[src/design/msd_pkg.sv]
// ----------------------------------------------------------------------------
// msd_pkg
// Shared types, status codes and decode helpers for the MIDI stream decoder.
// ----------------------------------------------------------------------------
`default_nettype none

package msd_pkg;

    localparam int unsigned OUT_LIMIT = 32;    // most stored SysEx bytes ever emitted
    localparam int unsigned CAP_W     = 6;     // capacity, count and length width
    localparam int unsigned IDX_W     = 5;     // SysEx result index width

    localparam logic [7:0] ST_NONE    = 8'h00;
    localparam logic [7:0] ST_SYSEX   = 8'hF0;
    localparam logic [7:0] ST_SONGPOS = 8'hF2;
    localparam logic [7:0] ST_TUNE    = 8'hF6;
    localparam logic [7:0] ST_EOX     = 8'hF7;
    localparam logic [7:0] ST_PITCH   = 8'hE0;

    // channel message types (upper nibble)
    localparam logic [7:0] ST_KEY_UP   = 8'h80;
    localparam logic [7:0] ST_KEY_DOWN = 8'h90;
    localparam logic [7:0] ST_POLY_AT  = 8'hA0;
    localparam logic [7:0] ST_CTRL     = 8'hB0;
    localparam logic [7:0] ST_PROG     = 8'hC0;
    localparam logic [7:0] ST_CHAN_AT  = 8'hD0;

    // system common with one data byte
    localparam logic [7:0] ST_MTC      = 8'hF1;
    localparam logic [7:0] ST_SONG_NUM = 8'hF3;

    // real time
    localparam logic [7:0] ST_CLOCK    = 8'hF8;
    localparam logic [7:0] ST_START    = 8'hFA;
    localparam logic [7:0] ST_CONT     = 8'hFB;
    localparam logic [7:0] ST_STOP     = 8'hFC;
    localparam logic [7:0] ST_SENSE    = 8'hFE;
    localparam logic [7:0] ST_SYS_RST  = 8'hFF;

    localparam logic [CAP_W-1:0] CAP_RESET = 6'd32;

    typedef enum logic [1:0] {
        S_IDLE,
        S_DECODE,
        S_DRAIN_RD,
        S_DRAIN_EMIT
    } t_state;

    // controller -> datapath
    typedef struct packed {
        logic load;     // capture the incoming byte
        logic decode;   // commit the decode of the captured byte
        logic emit;     // push one stored SysEx byte to the output register
    } t_cmd;

    // datapath -> controller
    typedef struct packed {
        logic has_out;     // decode of the captured byte makes one result
        logic drain;       // captured byte is an EOX with stored SysEx bytes
        logic out_free;    // output register can take a result this cycle
        logic drain_last;  // current drain index is the final stored byte
    } t_status;

    // number of data bytes a message type carries (0 for none or undefined)
    function automatic logic [1:0] msg_len(input logic [7:0] t);
        logic [1:0] n;
        unique case (t)
            ST_KEY_UP, ST_KEY_DOWN, ST_POLY_AT, ST_CTRL, ST_PITCH, ST_SONGPOS: n = 2'd2;
            ST_PROG, ST_CHAN_AT, ST_MTC, ST_SONG_NUM:                          n = 2'd1;
            default:                                                           n = 2'd0;
        endcase
        return n;
    endfunction

    function automatic logic is_real_time(input logic [7:0] b);
        return (b == ST_CLOCK) || (b == ST_START) || (b == ST_CONT) ||
               (b == ST_STOP) || (b == ST_SENSE) || (b == ST_SYS_RST);
    endfunction

endpackage

`default_nettype wire

[src/design/msd_ctrl.sv]
// ----------------------------------------------------------------------------
// msd_ctrl
// Sequencer: takes one byte, commits its decode, and walks the SysEx store
// out through the output register on EOX.
// ----------------------------------------------------------------------------
`default_nettype none

module msd_ctrl import msd_pkg::*; (
    input  wire logic    i_clk,
    input  wire logic    i_rst_n,
    input  wire logic    i_in_valid,
    output logic         o_in_ready,
    input  wire t_status i_status,
    output t_cmd         o_cmd
);

    t_state r_state;
    t_state n_state;

    always_ff @(posedge i_clk) begin
        if (!i_rst_n) begin
            r_state <= S_IDLE;
        end else begin
            r_state <= n_state;
        end
    end

    always_comb begin
        n_state    = r_state;
        o_cmd      = '0;
        o_in_ready = 1'b0;
        unique case (r_state)
            S_IDLE: begin
                o_in_ready = 1'b1;
                if (i_in_valid) begin
                    o_cmd.load = 1'b1;
                    n_state    = S_DECODE;
                end
            end
            S_DECODE: begin
                // hold off while a single result cannot yet be placed
                if (!i_status.has_out || i_status.out_free) begin
                    o_cmd.decode = 1'b1;
                    n_state      = i_status.drain ? S_DRAIN_RD : S_IDLE;
                end
            end
            S_DRAIN_RD: begin
                // store read data lands in its register this cycle
                n_state = S_DRAIN_EMIT;
            end
            S_DRAIN_EMIT: begin
                if (i_status.out_free) begin
                    o_cmd.emit = 1'b1;
                    n_state    = i_status.drain_last ? S_IDLE : S_DRAIN_RD;
                end
            end
            default: begin
                n_state = S_IDLE;
            end
        endcase
    end

endmodule

`default_nettype wire

[src/design/msd_datapath.sv]
// ----------------------------------------------------------------------------
// msd_datapath
// Message state, running-status decode, SysEx store and the output register.
// ----------------------------------------------------------------------------
`default_nettype none

module msd_datapath import msd_pkg::*; #(
    parameter int unsigned SYSEX_DEPTH = 32
) (
    input  wire logic             i_clk,
    input  wire logic             i_rst_n,
    input  wire t_cmd             i_cmd,
    output t_status               o_status,
    input  wire logic [7:0]       i_byte_in,
    input  wire logic             i_cfg_we,
    input  wire logic [CAP_W-1:0] i_cfg_data,
    input  wire logic             i_out_ready,
    output logic                  o_out_valid,
    output logic [7:0]            o_msg_type,
    output logic [3:0]            o_channel,
    output logic [6:0]            o_data_first,
    output logic [6:0]            o_data_second,
    output logic [13:0]           o_value_wide,
    output logic [CAP_W-1:0]      o_sysex_length,
    output logic [IDX_W-1:0]      o_sysex_index,
    output logic [6:0]            o_sysex_byte,
    output logic                  o_is_last
);

    localparam int unsigned STORE_N = (SYSEX_DEPTH < OUT_LIMIT) ? SYSEX_DEPTH : OUT_LIMIT;
    localparam int unsigned AW      = (STORE_N > 1) ? $clog2(STORE_N) : 1;
    localparam logic [CAP_W-1:0] STORE_N_W = CAP_W'(STORE_N);

    // message state
    logic [CAP_W-1:0] r_cap;
    logic [7:0]       r_type,  n_type;
    logic [3:0]       r_chan,  n_chan;
    logic [CAP_W-1:0] r_rem,   n_rem;
    logic [6:0]       r_held,  n_held;

    logic [7:0]       r_byte;

    // drain bookkeeping
    logic [CAP_W-1:0] r_len;
    logic [IDX_W-1:0] r_idx;

    // SysEx store with registered read port
    logic [6:0]       r_store [STORE_N];
    logic [6:0]       r_rd;

    // output register
    logic             r_out_valid;
    logic [7:0]       r_msg_type;
    logic [3:0]       r_channel;
    logic [6:0]       r_data_first;
    logic [6:0]       r_data_second;
    logic [13:0]      r_value_wide;
    logic [CAP_W-1:0] r_sysex_length;
    logic [IDX_W-1:0] r_sysex_index;
    logic [6:0]       r_sysex_byte;
    logic             r_is_last;

    // decode results
    logic             has_out;
    logic             drain;
    logic             wr_en;
    logic [7:0]       res_type;
    logic [3:0]       res_chan;
    logic [6:0]       res_d1;
    logic [6:0]       res_d2;
    logic [13:0]      res_wide;
    logic [CAP_W-1:0] limit;
    logic             out_free;
    logic             drain_last;

    assign limit      = (r_cap < STORE_N_W) ? r_cap : STORE_N_W;
    assign out_free   = !r_out_valid || i_out_ready;
    assign drain_last = ({1'b0, r_idx} + CAP_W'(1)) == r_len;

    always_comb begin
        logic [7:0] nt;
        logic [3:0] nc;
        logic [1:0] len;
        logic [1:0] eff;
        n_type   = r_type;
        n_chan   = r_chan;
        n_rem    = r_rem;
        n_held   = r_held;
        has_out  = 1'b0;
        drain    = 1'b0;
        wr_en    = 1'b0;
        res_type = ST_NONE;
        res_chan = '0;
        res_d1   = '0;
        res_d2   = '0;
        res_wide = '0;
        nt       = (r_byte >= ST_SYSEX) ? r_byte : {r_byte[7:4], 4'h0};
        nc       = (r_byte >= ST_SYSEX) ? 4'h0 : r_byte[3:0];
        len      = msg_len(r_type);
        eff      = ((r_rem == '0) || (r_rem > CAP_W'(2))) ? len : r_rem[1:0];
        if (r_byte[7]) begin
            priority if (is_real_time(r_byte)) begin
                has_out  = 1'b1;
                res_type = r_byte;
            end else if (r_byte == ST_SYSEX) begin
                n_type = ST_SYSEX;
                n_chan = '0;
                n_rem  = '0;
            end else if (r_byte == ST_EOX) begin
                // EOX outside SysEx is dropped
                if (r_type == ST_SYSEX) begin
                    n_type = ST_NONE;
                    n_chan = '0;
                    n_rem  = '0;
                    if (r_rem == '0) begin
                        has_out  = 1'b1;
                        res_type = ST_SYSEX;
                    end else begin
                        drain = 1'b1;
                    end
                end
            end else begin
                n_type = nt;
                n_chan = nc;
                n_rem  = {{(CAP_W-2){1'b0}}, msg_len(nt)};
                if (nt == ST_TUNE) begin
                    has_out  = 1'b1;
                    res_type = nt;
                    res_chan = nc;
                end
            end
        end else if (r_type == ST_SYSEX) begin
            if (r_rem < limit) begin
                wr_en = 1'b1;
                n_rem = r_rem + CAP_W'(1);
            end
        end else if (len != 2'd0) begin
            if (eff == 2'd2) begin
                n_held = r_byte[6:0];
                n_rem  = CAP_W'(1);
            end else begin
                n_rem    = '0;
                has_out  = 1'b1;
                res_type = r_type;
                res_chan = r_chan;
                if (len == 2'd1) begin
                    res_d1 = r_byte[6:0];
                end else begin
                    res_d1 = r_held;
                    res_d2 = r_byte[6:0];
                    if ((r_type == ST_PITCH) || (r_type == ST_SONGPOS)) begin
                        res_wide = {r_byte[6:0], r_held};
                    end
                end
            end
        end
    end

    always_ff @(posedge i_clk) begin
        if (!i_rst_n) begin
            r_cap  <= CAP_RESET;
            r_type <= ST_NONE;
            r_chan <= '0;
            r_rem  <= '0;
            r_held <= '0;
        end else begin
            if (i_cfg_we) begin
                r_cap <= i_cfg_data;
            end
            if (i_cmd.decode) begin
                r_type <= n_type;
                r_chan <= n_chan;
                r_rem  <= n_rem;
                r_held <= n_held;
            end
        end
    end

    always_ff @(posedge i_clk) begin
        if (i_cmd.load) begin
            r_byte <= i_byte_in;
        end
        if (i_cmd.decode && drain) begin
            r_len <= r_rem;
            r_idx <= '0;
        end else if (i_cmd.emit) begin
            r_idx <= r_idx + IDX_W'(1);
        end
    end

    always_ff @(posedge i_clk) begin
        if (i_cmd.decode && wr_en) begin
            r_store[r_rem[AW-1:0]] <= r_byte[6:0];
        end
    end

    always_ff @(posedge i_clk) begin
        r_rd <= r_store[r_idx[AW-1:0]];
    end

    always_ff @(posedge i_clk) begin
        if (!i_rst_n) begin
            r_out_valid <= 1'b0;
        end else if ((i_cmd.decode && has_out) || i_cmd.emit) begin
            r_out_valid <= 1'b1;
        end else if (i_out_ready) begin
            r_out_valid <= 1'b0;
        end
    end

    always_ff @(posedge i_clk) begin
        if (i_cmd.decode && has_out) begin
            r_msg_type     <= res_type;
            r_channel      <= res_chan;
            r_data_first   <= res_d1;
            r_data_second  <= res_d2;
            r_value_wide   <= res_wide;
            r_sysex_length <= '0;
            r_sysex_index  <= '0;
            r_sysex_byte   <= '0;
            r_is_last      <= 1'b1;
        end else if (i_cmd.emit) begin
            r_msg_type     <= ST_SYSEX;
            r_channel      <= '0;
            r_data_first   <= '0;
            r_data_second  <= '0;
            r_value_wide   <= '0;
            r_sysex_length <= r_len;
            r_sysex_index  <= r_idx;
            r_sysex_byte   <= r_rd;
            r_is_last      <= drain_last;
        end
    end

    assign o_status.has_out    = has_out;
    assign o_status.drain      = drain;
    assign o_status.out_free   = out_free;
    assign o_status.drain_last = drain_last;

    assign o_out_valid    = r_out_valid;
    assign o_msg_type     = r_msg_type;
    assign o_channel      = r_channel;
    assign o_data_first   = r_data_first;
    assign o_data_second  = r_data_second;
    assign o_value_wide   = r_value_wide;
    assign o_sysex_length = r_sysex_length;
    assign o_sysex_index  = r_sysex_index;
    assign o_sysex_byte   = r_sysex_byte;
    assign o_is_last      = r_is_last;

    // a pending result is never overwritten
    a_no_overwrite: assert property (@(posedge i_clk) disable iff (!i_rst_n)
        (((i_cmd.decode && has_out) || i_cmd.emit) && r_out_valid) |-> i_out_ready)
        else $error("result loaded over a pending one");

    // drain stays inside the stored length
    a_emit_in_range: assert property (@(posedge i_clk) disable iff (!i_rst_n)
        i_cmd.emit |-> ({1'b0, r_idx} < r_len))
        else $error("SysEx drain index past stored length");

    // a drain always starts with at least one stored byte
    a_drain_len: assert property (@(posedge i_clk) disable iff (!i_rst_n)
        (i_cmd.decode && drain) |=> (r_len != '0) && (r_idx == '0))
        else $error("SysEx drain started empty");

    // the SysEx count never runs past the store
    a_count_bound: assert property (@(posedge i_clk) disable iff (!i_rst_n)
        (r_type == ST_SYSEX) |-> (r_rem <= STORE_N_W))
        else $error("SysEx count beyond store depth");

endmodule

`default_nettype wire

[src/design/midi_stream_decoder_unit.sv]
// ----------------------------------------------------------------------------
// midi_stream_decoder_unit
// MIDI 1.0 byte-stream decoder with running status and SysEx capture.
// ----------------------------------------------------------------------------
// Each byte is captured on accept and decoded in the following state; a
// decode that makes a result waits while an earlier result is
// still untaken, and no new byte is accepted until that decode is done.
// An EOX that closes a SysEx with N stored bytes emits N results, each read
// through the store's single registered read port and then emitted, and takes no
// new byte until the last one is in the output register. The store is not
// cleared at reset and needs no start-up pass.
`default_nettype none

module midi_stream_decoder_unit import msd_pkg::*; #(
    parameter int unsigned SYSEX_DEPTH = 32
) (
    input  wire logic             i_clk,
    input  wire logic             i_rst_n,
    input  wire logic             i_cfg_we,
    input  wire logic [CAP_W-1:0] i_cfg_data,
    input  wire logic             i_in_valid,
    output logic                  o_in_ready,
    input  wire logic [7:0]       i_byte_in,
    output logic                  o_out_valid,
    input  wire logic             i_out_ready,
    output logic [7:0]            o_msg_type,
    output logic [3:0]            o_channel,
    output logic [6:0]            o_data_first,
    output logic [6:0]            o_data_second,
    output logic [13:0]           o_value_wide,
    output logic [CAP_W-1:0]      o_sysex_length,
    output logic [IDX_W-1:0]      o_sysex_index,
    output logic [6:0]            o_sysex_byte,
    output logic                  o_is_last
);

    t_cmd    cmd;
    t_status status;

    msd_ctrl u_ctrl (
        .i_clk      (i_clk),
        .i_rst_n    (i_rst_n),
        .i_in_valid (i_in_valid),
        .o_in_ready (o_in_ready),
        .i_status   (status),
        .o_cmd      (cmd)
    );

    msd_datapath #(
        .SYSEX_DEPTH (SYSEX_DEPTH)
    ) u_datapath (
        .i_clk          (i_clk),
        .i_rst_n        (i_rst_n),
        .i_cmd          (cmd),
        .o_status       (status),
        .i_byte_in      (i_byte_in),
        .i_cfg_we       (i_cfg_we),
        .i_cfg_data     (i_cfg_data),
        .i_out_ready    (i_out_ready),
        .o_out_valid    (o_out_valid),
        .o_msg_type     (o_msg_type),
        .o_channel      (o_channel),
        .o_data_first   (o_data_first),
        .o_data_second  (o_data_second),
        .o_value_wide   (o_value_wide),
        .o_sysex_length (o_sysex_length),
        .o_sysex_index  (o_sysex_index),
        .o_sysex_byte   (o_sysex_byte),
        .o_is_last      (o_is_last)
    );

endmodule

`default_nettype wire

[config.mk]
export PLATFORM = sky130hd
export DESIGN_NAME = midi_stream_decoder_unit
export DESIGN_NICKNAME = d
export VERILOG_FILES = /design/src/design/msd_pkg.sv /design/src/design/msd_ctrl.sv /design/src/design/msd_datapath.sv /design/src/design/midi_stream_decoder_unit.sv
export SDC_FILE = /design/constraint.sdc
export NUM_CORES = 1
export LEC_CHECK = 0
export BUFFER_PORTS_ARGS = -buffer_cell sky130_fd_sc_hd__buf_4
export CAP_MARGIN = 20
export CORE_MARGIN = 8
export CORE_UTILIZATION = 40
export CTS_CLUSTER_DIAMETER = 100
export DETAILED_ROUTE_END_ITERATION = 10
export REMOVE_ABC_BUFFERS = 1
export SYNTH_ARGS = -nofsm -noshare
export SYNTH_HDL_FRONTEND = slang
export SYNTH_SLANG_ARGS = --single-unit
[constraint.sdc]
create_clock -name i_clk -period 4.5 [get_ports i_clk]
set_input_delay 0.45 -clock i_clk [delete_from_list [all_inputs] [get_ports i_clk]]
set_output_delay 0.45 -clock i_clk [all_outputs]
set_load 0.01 [all_outputs]
== Word level (Yosys, flattened, before mapping) ==
Memories as Yosys holds them, arrays and structs flattened. A register that Yosys moved wholly into a read port is not among the register bits.
Cells that the tools add are included.

* Flip-flop bits (word level): 112
* RAM bits: 224
* Input bits: 19
* Output and inout bits: 61
* Word-level logic and storage cells: 202
* Memories kept: 1

* $add $sub $neg: 3
* Order comparisons: 4
* Eq/ne operators: 43
* Mux-type cells: 100
* Bitwise logic cells: 3
* Reduce and logical (&&, ||, !) cells: 29

{| class="wikitable"
|+ Memories
! name !! words !! width !! rd ports !! clocked after Yosys merged registers in !! wr ports !! line !! source
|-
| u_datapath.r_store || 32 || 7 || 1 || 1 || 1 || msd_datapath.sv:48 || <nowiki>logic [6:0] r_store [STORE_N];</nowiki>
|}

{| class="wikitable"
|+ Operator list
! cell !! number
|-
| $eq A8 B8 Y1 const B || 30
|-
| $mux W8 || 15
|-
| $mux W14 || 8
|-
| $mux W7 || 13
|-
| $mux W4 || 15
|-
| $mux W6 || 9
|-
| $mux W1 || 31
|-
| $mux W2 || 6
|-
| $reduce_or A6 Y1 || 2
|-
| $logic_or A1 B1 Y1 || 10
|-
| $reduce_and A5 Y1 || 2
|-
| $ge A8 B8 Y1 const B || 1
|-
| $pmux W2 S2 || 2
|-
| $pmux W2 S4 || 1
|-
| $reduce_or A4 Y1 || 2
|-
| $add A5 B1 Y6 const B || 1
|-
| $add A6 B1 Y6 const B || 1
|-
| $eq A2 B2 Y1 const B || 3
|-
| $eq A6 B6 Y1 || 1
|-
| $gt A6 B2 Y1 const B || 1
|-
| $logic_not A6 Y1 || 1
|-
| $lt A6 B6 Y1 || 1
|-
| $lt A6 B6 Y1 const B || 1
|-
| $ne A3 B2 Y1 const B || 2
|-
| other kinds (13) || 23
|}

== Longest topological paths before layout ==
* Depth in word-level cells: 16
* Depth in mapped cells: 9
* Gate-level depth less buffers: 9

== By module ==
A second synthesis with hierarchy kept.

* Cell total of the unflattened synthesis: 856
* Area, all modules: 13902.1 um2

{| class="wikitable"
|+ Modules (own cells, without submodules)
! module !! instances !! cells each !! area each (um2) !! seq. area each (um2)
|-
| msd_datapath || 1 || 842 || 13783.2 || 9609.2
|-
| msd_ctrl || 1 || 14 || 118.9 || 40.0
|}

== Worst setup path before layout ==
No wires, ideal clock.

* Kind: register -> register
* Start: register u_datapath.r_byte[4]
* End: register u_datapath.r_channel[0], in the netlist u_datapath.o_channel[0] (enable)
* Library setup time: 405 ps
* Arrival: 3325 ps
* Data required time: 4095 ps
* Slack: 770 ps
* Cell stages (with the launch flop): 8
* Path buffers: 2
* Period minus slack after synthesis: 3730 ps
* Cells stage by stage: edfxtp_1 -> clkbuf_1 -> and4_1 -> clkbuf_1 -> nand3_1 -> o32a_1 -> a21boi_0 -> nand2b_1

* Longest elaborated chain between the ends: 14
* Elaborated cells between the ends (all ways): 27
* Classes of those cells: order compare: 1; eq/ne: 9; mux: 8; reduce/logical: 9

{| class="wikitable"
|+ Ends and longest elaborated chain
! what !! line !! source
|-
| start, declared || msd_datapath.sv:41 || <nowiki>logic [7:0] r_byte;</nowiki>
|-
| start signal, assigned || msd_datapath.sv:181 || <nowiki>r_byte <= i_byte_in;</nowiki>
|-
| $ge A8 B8 Y1 / $eq A8 B8 Y1 (equally long branches) || msd_datapath.sv:97, msd_pkg.sv:76 ||
|-
| $mux W4 / $logic_or A1 B1 Y1 (equally long branches) || msd_datapath.sv:97, msd_pkg.sv:76 ||
|-
| $eq A8 B8 Y1 / $logic_or A1 B1 Y1 (equally long branches) || msd_datapath.sv:126, msd_pkg.sv:76 ||
|-
| $mux W1 / $logic_or A1 B1 Y1 (equally long branches) || msd_datapath.sv:126, msd_pkg.sv:76 ||
|-
| $mux W1 / $logic_or A1 B1 Y1 (equally long branches) || msd_datapath.sv:109, msd_pkg.sv:77 ||
|-
| $mux W1 / $logic_or A1 B1 Y1 (equally long branches) || msd_datapath.sv:105, msd_pkg.sv:77 ||
|-
| $mux W1 (*) || msd_datapath.sv:102 || <nowiki>priority if (is_real_time(r_byte)) begin</nowiki>
|-
| $mux W1 (*) || msd_datapath.sv:101 || <nowiki>if (r_byte[7]) begin</nowiki>
|-
| $logic_not A1 Y1 || msd_ctrl.sv:42 || <nowiki>if (!i_status.has_out || i_status.out_free) begin</nowiki>
|-
| $logic_or A1 B1 Y1 || msd_ctrl.sv:42 ||
|-
| $mux W1 || msd_ctrl.sv:42 ||
|-
| $mux W1 || msd_ctrl.sv:32 || <nowiki>unique case (r_state)</nowiki>
|-
| $logic_and A1 B1 Y1 (*) || msd_datapath.sv:212 || <nowiki>if (i_cmd.decode && has_out) begin</nowiki>
|-
| $reduce_bool A2 Y1 (no source line) (*) || - ||
|-
| end signal, assigned || msd_datapath.sv:214 || <nowiki>r_channel <= res_chan;</nowiki>
|-
| end, declared || msd_datapath.sv:54 || <nowiki>logic [3:0] r_channel;</nowiki>
|}

Mark *: on every way between the ends. The rest lies on a longest branch, timed or not.
A chain may end at the register's enable or synchronous reset.

== Worst setup path after layout ==
* Start: register u_datapath.r_type[0]
* End: memory u_datapath.r_store[22][3] (enable)

* Longest elaborated chain between the ends: 16
* Elaborated cells between the ends (all ways): 34
* Classes of those cells: eq/ne: 12; mux: 16; reduce/logical: 6

{| class="wikitable"
|+ Ends and longest elaborated chain
! what !! line !! source
|-
| start, declared || msd_datapath.sv:36 || <nowiki>logic [7:0] r_type, n_type;</nowiki>
|-
| start signal, assigned || msd_datapath.sv:171 || <nowiki>r_type <= n_type;</nowiki>
|-
| $eq A8 B8 Y1 || msd_pkg.sv:67 || <nowiki>unique case (t)</nowiki>
|-
| $reduce_or A6 Y1 / $reduce_or A4 Y1 (equally long branches) || msd_pkg.sv:67 ||
|-
| $pmux W2 S2 || msd_pkg.sv:67 ||
|-
| $mux W2 || msd_datapath.sv:100 || <nowiki>eff = ((r_rem == '0) || (r_rem > CAP_W'(2))) ? len : r_rem[1:0];</nowiki>
|-
| $eq A2 B2 Y1 || msd_datapath.sv:138 || <nowiki>if (eff == 2'd2) begin</nowiki>
|-
| $mux W1 || msd_datapath.sv:138 ||
|-
| $mux W1 || msd_datapath.sv:137 || <nowiki>end else if (len != 2'd0) begin</nowiki>
|-
| $mux W1 || msd_datapath.sv:132 || <nowiki>end else if (r_type == ST_SYSEX) begin</nowiki>
|-
| $mux W1 || msd_datapath.sv:101 ||
|-
| $logic_not A1 Y1 || msd_ctrl.sv:42 ||
|-
| $logic_or A1 B1 Y1 || msd_ctrl.sv:42 ||
|-
| $mux W1 || msd_ctrl.sv:42 ||
|-
| $mux W1 || msd_ctrl.sv:32 ||
|-
| $logic_and A1 B1 Y1 (*) || msd_datapath.sv:192 || <nowiki>if (i_cmd.decode && wr_en) begin</nowiki>
|-
| $mux W1 (*) || msd_datapath.sv:192 ||
|-
| $mux W1 (not written as such) (*) || msd_datapath.sv:193 || <nowiki>r_store[r_rem[AW-1:0]] <= r_byte[6:0];</nowiki>
|-
| end, declared || msd_datapath.sv:48 ||
|}

Marked as above.

==> impl_results.html <==
<table>
<tr><th>Metric</th><th>Value</th></tr>
<tr><th colspan="2">Layout</th></tr>
<tr><td>Area overhead of the layout relative to synthesis</td><td>18.00%</td></tr>
<tr><td>Final #Nets</td><td>985</td></tr>
<tr><td># diodes</td><td>0</td></tr>
<tr><td>Final cell count without fillers</td><td>1438</td></tr>
<tr><td>Footprint of the multi-input gates</td><td>0.003966 mm²</td></tr>
<tr><td>Count of filler cells inserted in the layout</td><td>2932</td></tr>
<tr><td>Fraction of layout cells with a size suffix above 1</td><td>25.43%</td></tr>
<tr><td>FF/Latch Area</td><td>0.009654 mm²</td></tr>
<tr><th colspan="2">Pwr</th></tr>
<tr><td>Flop pwr share</td><td>50.1%</td></tr>
<tr><td>Sw Pwr</td><td>1.355 mW</td></tr>
<tr><td>Cell leakage power</td><td>5.233 nW</td></tr>
<tr><td>Power share of the clock group</td><td>47.3%</td></tr>
<tr><td>Combinational share of power</td><td>2.6%</td></tr>
<tr><td>Net switching share of the total power</td><td>19.59%</td></tr>
<tr><td>Cell Pwr Density</td><td>423.4 mW/mm²</td></tr>
<tr><td>Internal Power</td><td>5.563 mW</td></tr>
<tr><td>Worst vdd rail ir drop</td><td>0.3415 mV</td></tr>
<tr><th colspan="2">Synth</th></tr>
<tr><td>Post-synthesis share of cell area spent on full adders, half adders and majority gates</td><td>0.9035%</td></tr>
<tr><td>FFs w/ async S/R, synth</td><td>0%</td></tr>
<tr><td>Fraction of the mapped netlist area in simple logic gates</td><td>9.080%</td></tr>
<tr><td>Dominant combinational cell family by area after synthesis</td><td>multiplexers</td></tr>
<tr><td>Commonest cells in the synthesized netlist</td><td>278 x edfxtp_1, 70 x mux4_2, 70 x nor2_1, 68 x nand2_1, 65 x dfxtp_1</td></tr>
<tr><td>Synth warn</td><td>0</td></tr>
<tr><td>Most instantiated library cell after synthesis</td><td>edfxtp_1</td></tr>
<tr><td>Compound-Gate Fraction of Synth Area</td><td>4.707%</td></tr>
<tr><td>Synth Register Bits</td><td>343</td></tr>
<tr><td>Post-synthesis sequential area ratio</td><td>69.68%</td></tr>
<tr><td>EDFF count, synth</td><td>278</td></tr>
<tr><td>Multiplexer area fraction after synthesis</td><td>13.33%</td></tr>
<tr><td>Post-Synthesis Cells</td><td>870</td></tr>
<tr><td>Main area contributors after synthesis</td><td>edfxtp_1 60%, mux4_2 11%, dfxtp_1 9.4%</td></tr>
<tr><td>Cell taking the most area after synthesis</td><td>edfxtp_1</td></tr>
<tr><td>Xor and xnor fraction of the mapped netlist area</td><td>0.5060%</td></tr>
<tr><td>Post-Synthesis Cell Area</td><td>0.01385 mm²</td></tr>
<tr><td>Netlist cell types</td><td>64</td></tr>
<tr><td>Main synth FF type</td><td>edfxtp_1</td></tr>
<tr><td>Fraction of post-synthesis cell area in the top cell type by area</td><td>60.28%</td></tr>
<tr><td>Post-synthesis area per instance</td><td>15.92 µm²</td></tr>
<tr><th colspan="2">STA</th></tr>
<tr><td>Final setup violation count</td><td>0</td></tr>
<tr><td>Worst clock skew</td><td>0.01814 ns</td></tr>
<tr><td>Part of the cycle the worst path needs</td><td>82.80%</td></tr>
<tr><td>RSZ-0062 raised after global routing</td><td>false</td></tr>
<tr><td>Shortest clock period the worst path allows after layout</td><td>3.726 ns</td></tr>
<tr><td>Final count of pins violating max slew</td><td>0</td></tr>
<tr><td>Worst-case headroom to the max-slew limit</td><td>25.80%</td></tr>
<tr><td>Minimum setup slack in the final design</td><td>0.7739 ns</td></tr>
<tr><td>Tightest Pin Transition</td><td>1.113 ns</td></tr>
<tr><td>Peak clock frequency supported by timing</td><td>0.2684 GHz</td></tr>
<tr><td>Count of endpoints failing hold in the final timing report</td><td>0</td></tr>
<tr><th colspan="2">Global routing</th></tr>
<tr><td>Number of antenna violations at the first check in global routing</td><td>0</td></tr>
<tr><td>Total global routing track utilization</td><td>16.39%</td></tr>
<tr><td>Via count of the first global-routing pass</td><td>8031</td></tr>
<tr><td>Maximum number of pins on one net before global-route repair</td><td>46</td></tr>
<tr><td>Global-route wire length before repair</td><td>51.07 mm</td></tr>
<tr><td>Remaining global-route overflow</td><td>0</td></tr>
<tr><th colspan="2">Detailed routing</th></tr>
<tr><td>Number of detailed-route iterations in the first pass</td><td>5</td></tr>
<tr><td>Routed Antenna Nets</td><td>0</td></tr>
<tr><td>DR iter-0 viols</td><td>906</td></tr>
<tr><td>Count of unresolved DRC violations after routing</td><td>0</td></tr>
<tr><td>Wire length per cell after detailed routing</td><td>23.67 µm</td></tr>
<tr><td>Drt via density</td><td>5.531</td></tr>
<tr><td>DRT Wirelength</td><td>34.03 mm</td></tr>
<tr><td>Number of vias in the routed layout</td><td>7954</td></tr>
<tr><th colspan="2">CTS</th></tr>
<tr><td>Number of sinks on the clock net</td><td>343</td></tr>
<tr><td>Cell at the root of the clock tree</td><td>clkbuf_16</td></tr>
<tr><td>Number of buffers created by CTS</td><td>37</td></tr>
<tr><td>Total number of H-tree levels</td><td>2</td></tr>
<tr><td>Post-CTS Setup Repair Bufs</td><td>0</td></tr>
<tr><td>Hold buffer count at cts</td><td>0</td></tr>
<tr><td>Clk buf depth</td><td>3</td></tr>
<tr><td>CTS tree</td><td>yes</td></tr>
<tr><td>Register clock-pin slew on the reported worst setup and hold paths</td><td>0.06 ns</td></tr>
<tr><td>Clk Latency, worst-skew pair</td><td>0.52 ns</td></tr>
<tr><td>Post-CTS sizing</td><td>0</td></tr>
<tr><th colspan="2">Job</th></tr>
<tr><td>Reported max-cap violation count</td><td>0</td></tr>
<tr><th colspan="2">Place</th></tr>
<tr><td>Routability congestion estimate from global placement</td><td>0.8069</td></tr>
<tr><td>PortBufs</td><td>79</td></tr>
<tr><td>Instance count after placement with tap cells included</td><td>1371</td></tr>
<tr><td>Setup slack after placement</td><td>0.8279 ns</td></tr>
<tr><td>HPWL after detailed placement</td><td>21.56 mm</td></tr>
<tr><th colspan="2">Worst hold path</th></tr>
<tr><td>Worst min-delay path startpoint</td><td>i_byte_in[1]</td></tr>
<tr><td>Worst hold path type</td><td>primary input to flop</td></tr>
<tr><td>Min-Delay Endpoint</td><td>u_datapath.r_byte[1]</td></tr>
<tr><td>WHS Path Cells</td><td>1</td></tr>
<tr><th colspan="2">Floorplanning</th></tr>
<tr><td>Site Rows</td><td>68</td></tr>
<tr><td>Placeable core region</td><td>0.03429 mm²</td></tr>
<tr><td>Boundary Pins</td><td>80</td></tr>
<tr><td>Die outline area</td><td>0.04083 mm²</td></tr>
<tr><td>Die width</td><td>202.1 µm</td></tr>
<tr><td>Initial core utilization</td><td>40.39%</td></tr>
<tr><td>Die extent in y</td><td>202.1 µm</td></tr>
<tr><th colspan="2">Setup path</th></tr>
<tr><td>Critical Path Sink Type</td><td>flop</td></tr>
<tr><td>Critical path launch point type</td><td>flop</td></tr>
<tr><td>FF-to-FF setup slack</td><td>0.77 ns</td></tr>
<tr><td>Reg-to-reg critical path endpoint</td><td>u_datapath.r_store[22][3]</td></tr>
<tr><td>Critical path data arrival time</td><td>3.88 ns</td></tr>
<tr><td>Crit path kind</td><td>flop to flop</td></tr>
<tr><td>Depth of the worst register-to-register path</td><td>5</td></tr>
<tr><td>Highest net fanout along the worst path</td><td>9</td></tr>
<tr><td>Worst path required time</td><td>4.65 ns</td></tr>
<tr><td>Beginning of the worst register-to-register path</td><td>u_datapath.r_type[0]</td></tr>
<tr><th colspan="2">Run status</th></tr>
<tr><td>Run status</td><td>completed</td></tr>
</table>
[cell type report]
class                           instances  area share (%)
Clock inverter                         21           1.914
Multi-Input combinational cell        464           24.27
Timing Repair Buffer                  100           4.793
Inverter                               10          0.2297
Sequential cell                       343           59.08
Clock buffer                           45           6.225
Tap cell                              455           3.484
[per-layer routing]
layer  track usage (%)  vias up  wire (µm)
li1                  -     3545          -
met1             21.99     3992      14430
met2             26.54      351      16240
met3             3.330       66       2422
met4             5.113        0        945
met5                 0        -          0
[worst max-delay path, cell delays in order, from the launching register on]
cell and delay, ns:
dfxtp_1 0.35, or4b_4 0.58, or4_1 0.67, nor4_1 0.48
nand2_1 0.60, nor2_1 0.68
[power by group through the flow]
stage          sequential, mW  clock [mW]  combinational [mW]
3_3_place_gp             3.53           0               0.177
5_1_grt                  3.47        3.46               0.194
6_report                 3.47        3.27               0.178
2_1_floorplan            3.55           0              0.0624
4_1_cts                  3.46        3.33               0.175
3_5_place_dp             3.53           0               0.175
[registers in the layout, indices dropped and copies added, names as in the netlist, 7 cells and up]
register,cells
u_datapath.r_byte,8
u_datapath.r_held,7
u_datapath.o_value_wide,14
u_datapath.o_msg_type,8
u_datapath.r_store,224
u_datapath.o_sysex_byte,7
u_datapath.o_data_first,7
u_datapath.r_type,8
u_datapath.o_data_second,7
u_datapath.r_rd,7
[cells in the final DEF (no fill, tap or decap), types with 4 or more instances in the layout]
cell type  count
xor2_1         4
inv_1         10
nand4_1        9
a21oi_1       38
nand3_1       12
mux2i_1       19
dfxtp_1       63
bufinv_16      8
nand3b_1       5
nor3_1         9
mux2_2         7
buf_4         98
clkbuf_8       4
or3_1         10
mux4_2        70
nor4b_1        4
and3_1         5
and2_1        27
ha_1          10
nor2_1        70
edfxtp_1     278
clkinv_2       5
clkinv_1       6
nand2b_1       6
xnor2_1        4
a31oi_1        6
clkbuf_16     38
o21ai_0       20
o31ai_1        4
or4_1          4
nand2_1       68
[per-stage QoR]
stage / setup TNS, ns / util, % / hold slack (ns) / power [mW] / instance area [µm²]
2_1_floorplan: -3.646 / - / 0.4174 / 3.613 / 13640
3_3_place_gp: 0 / 43.70 / 0.4292 / 3.709 / 14980
3_5_place_dp: 0 / 43.70 / 0.4313 / 3.708 / 14980
4_1_cts: 0 / 47.58 / 0.08833 / 6.970 / 16310
5_1_grt: 0 / 47.66 / 0.08282 / 7.124 / 16340
6_report: 0 / 47.66 / 0.1044 / 6.918 / 16340
[worst max-delay path by stage]
| stage | start | slack, ns | end |
|---|---|---|---|
| 2_1_floorplan | u_datapath.r_byte[4] | -0.09 | u_datapath.o_channel[0] |
| 3_3_place_gp | u_datapath.r_type[0] | 0.92 | u_datapath.r_store[26][2] |
| 3_5_place_dp | u_datapath.r_type[0] | 0.83 | u_datapath.r_store[14][2] |
| 4_1_cts | u_datapath.r_type[0] | 0.81 | u_datapath.r_store[14][4] |
| 5_1_grt | u_datapath.r_type[0] | 0.54 | u_datapath.r_store[14][4] |
| 6_report | u_datapath.r_type[0] | 0.77 | u_datapath.r_store[22][3] |
[logic make-up (layout without fill, tap and decap cells)]
group / count (synthesis) / count (layout)
flops: 343 / 343
simple gates: 248 / 248
compound gates: 101 / 101
mux: 96 / 96
buf+inv: 63 / 176
fa+ha+maj: 10 / 10
xor+xnor: 8 / 8
other cells: 1 / 1
Note: power is estimated with default switching activity, not from simulation.
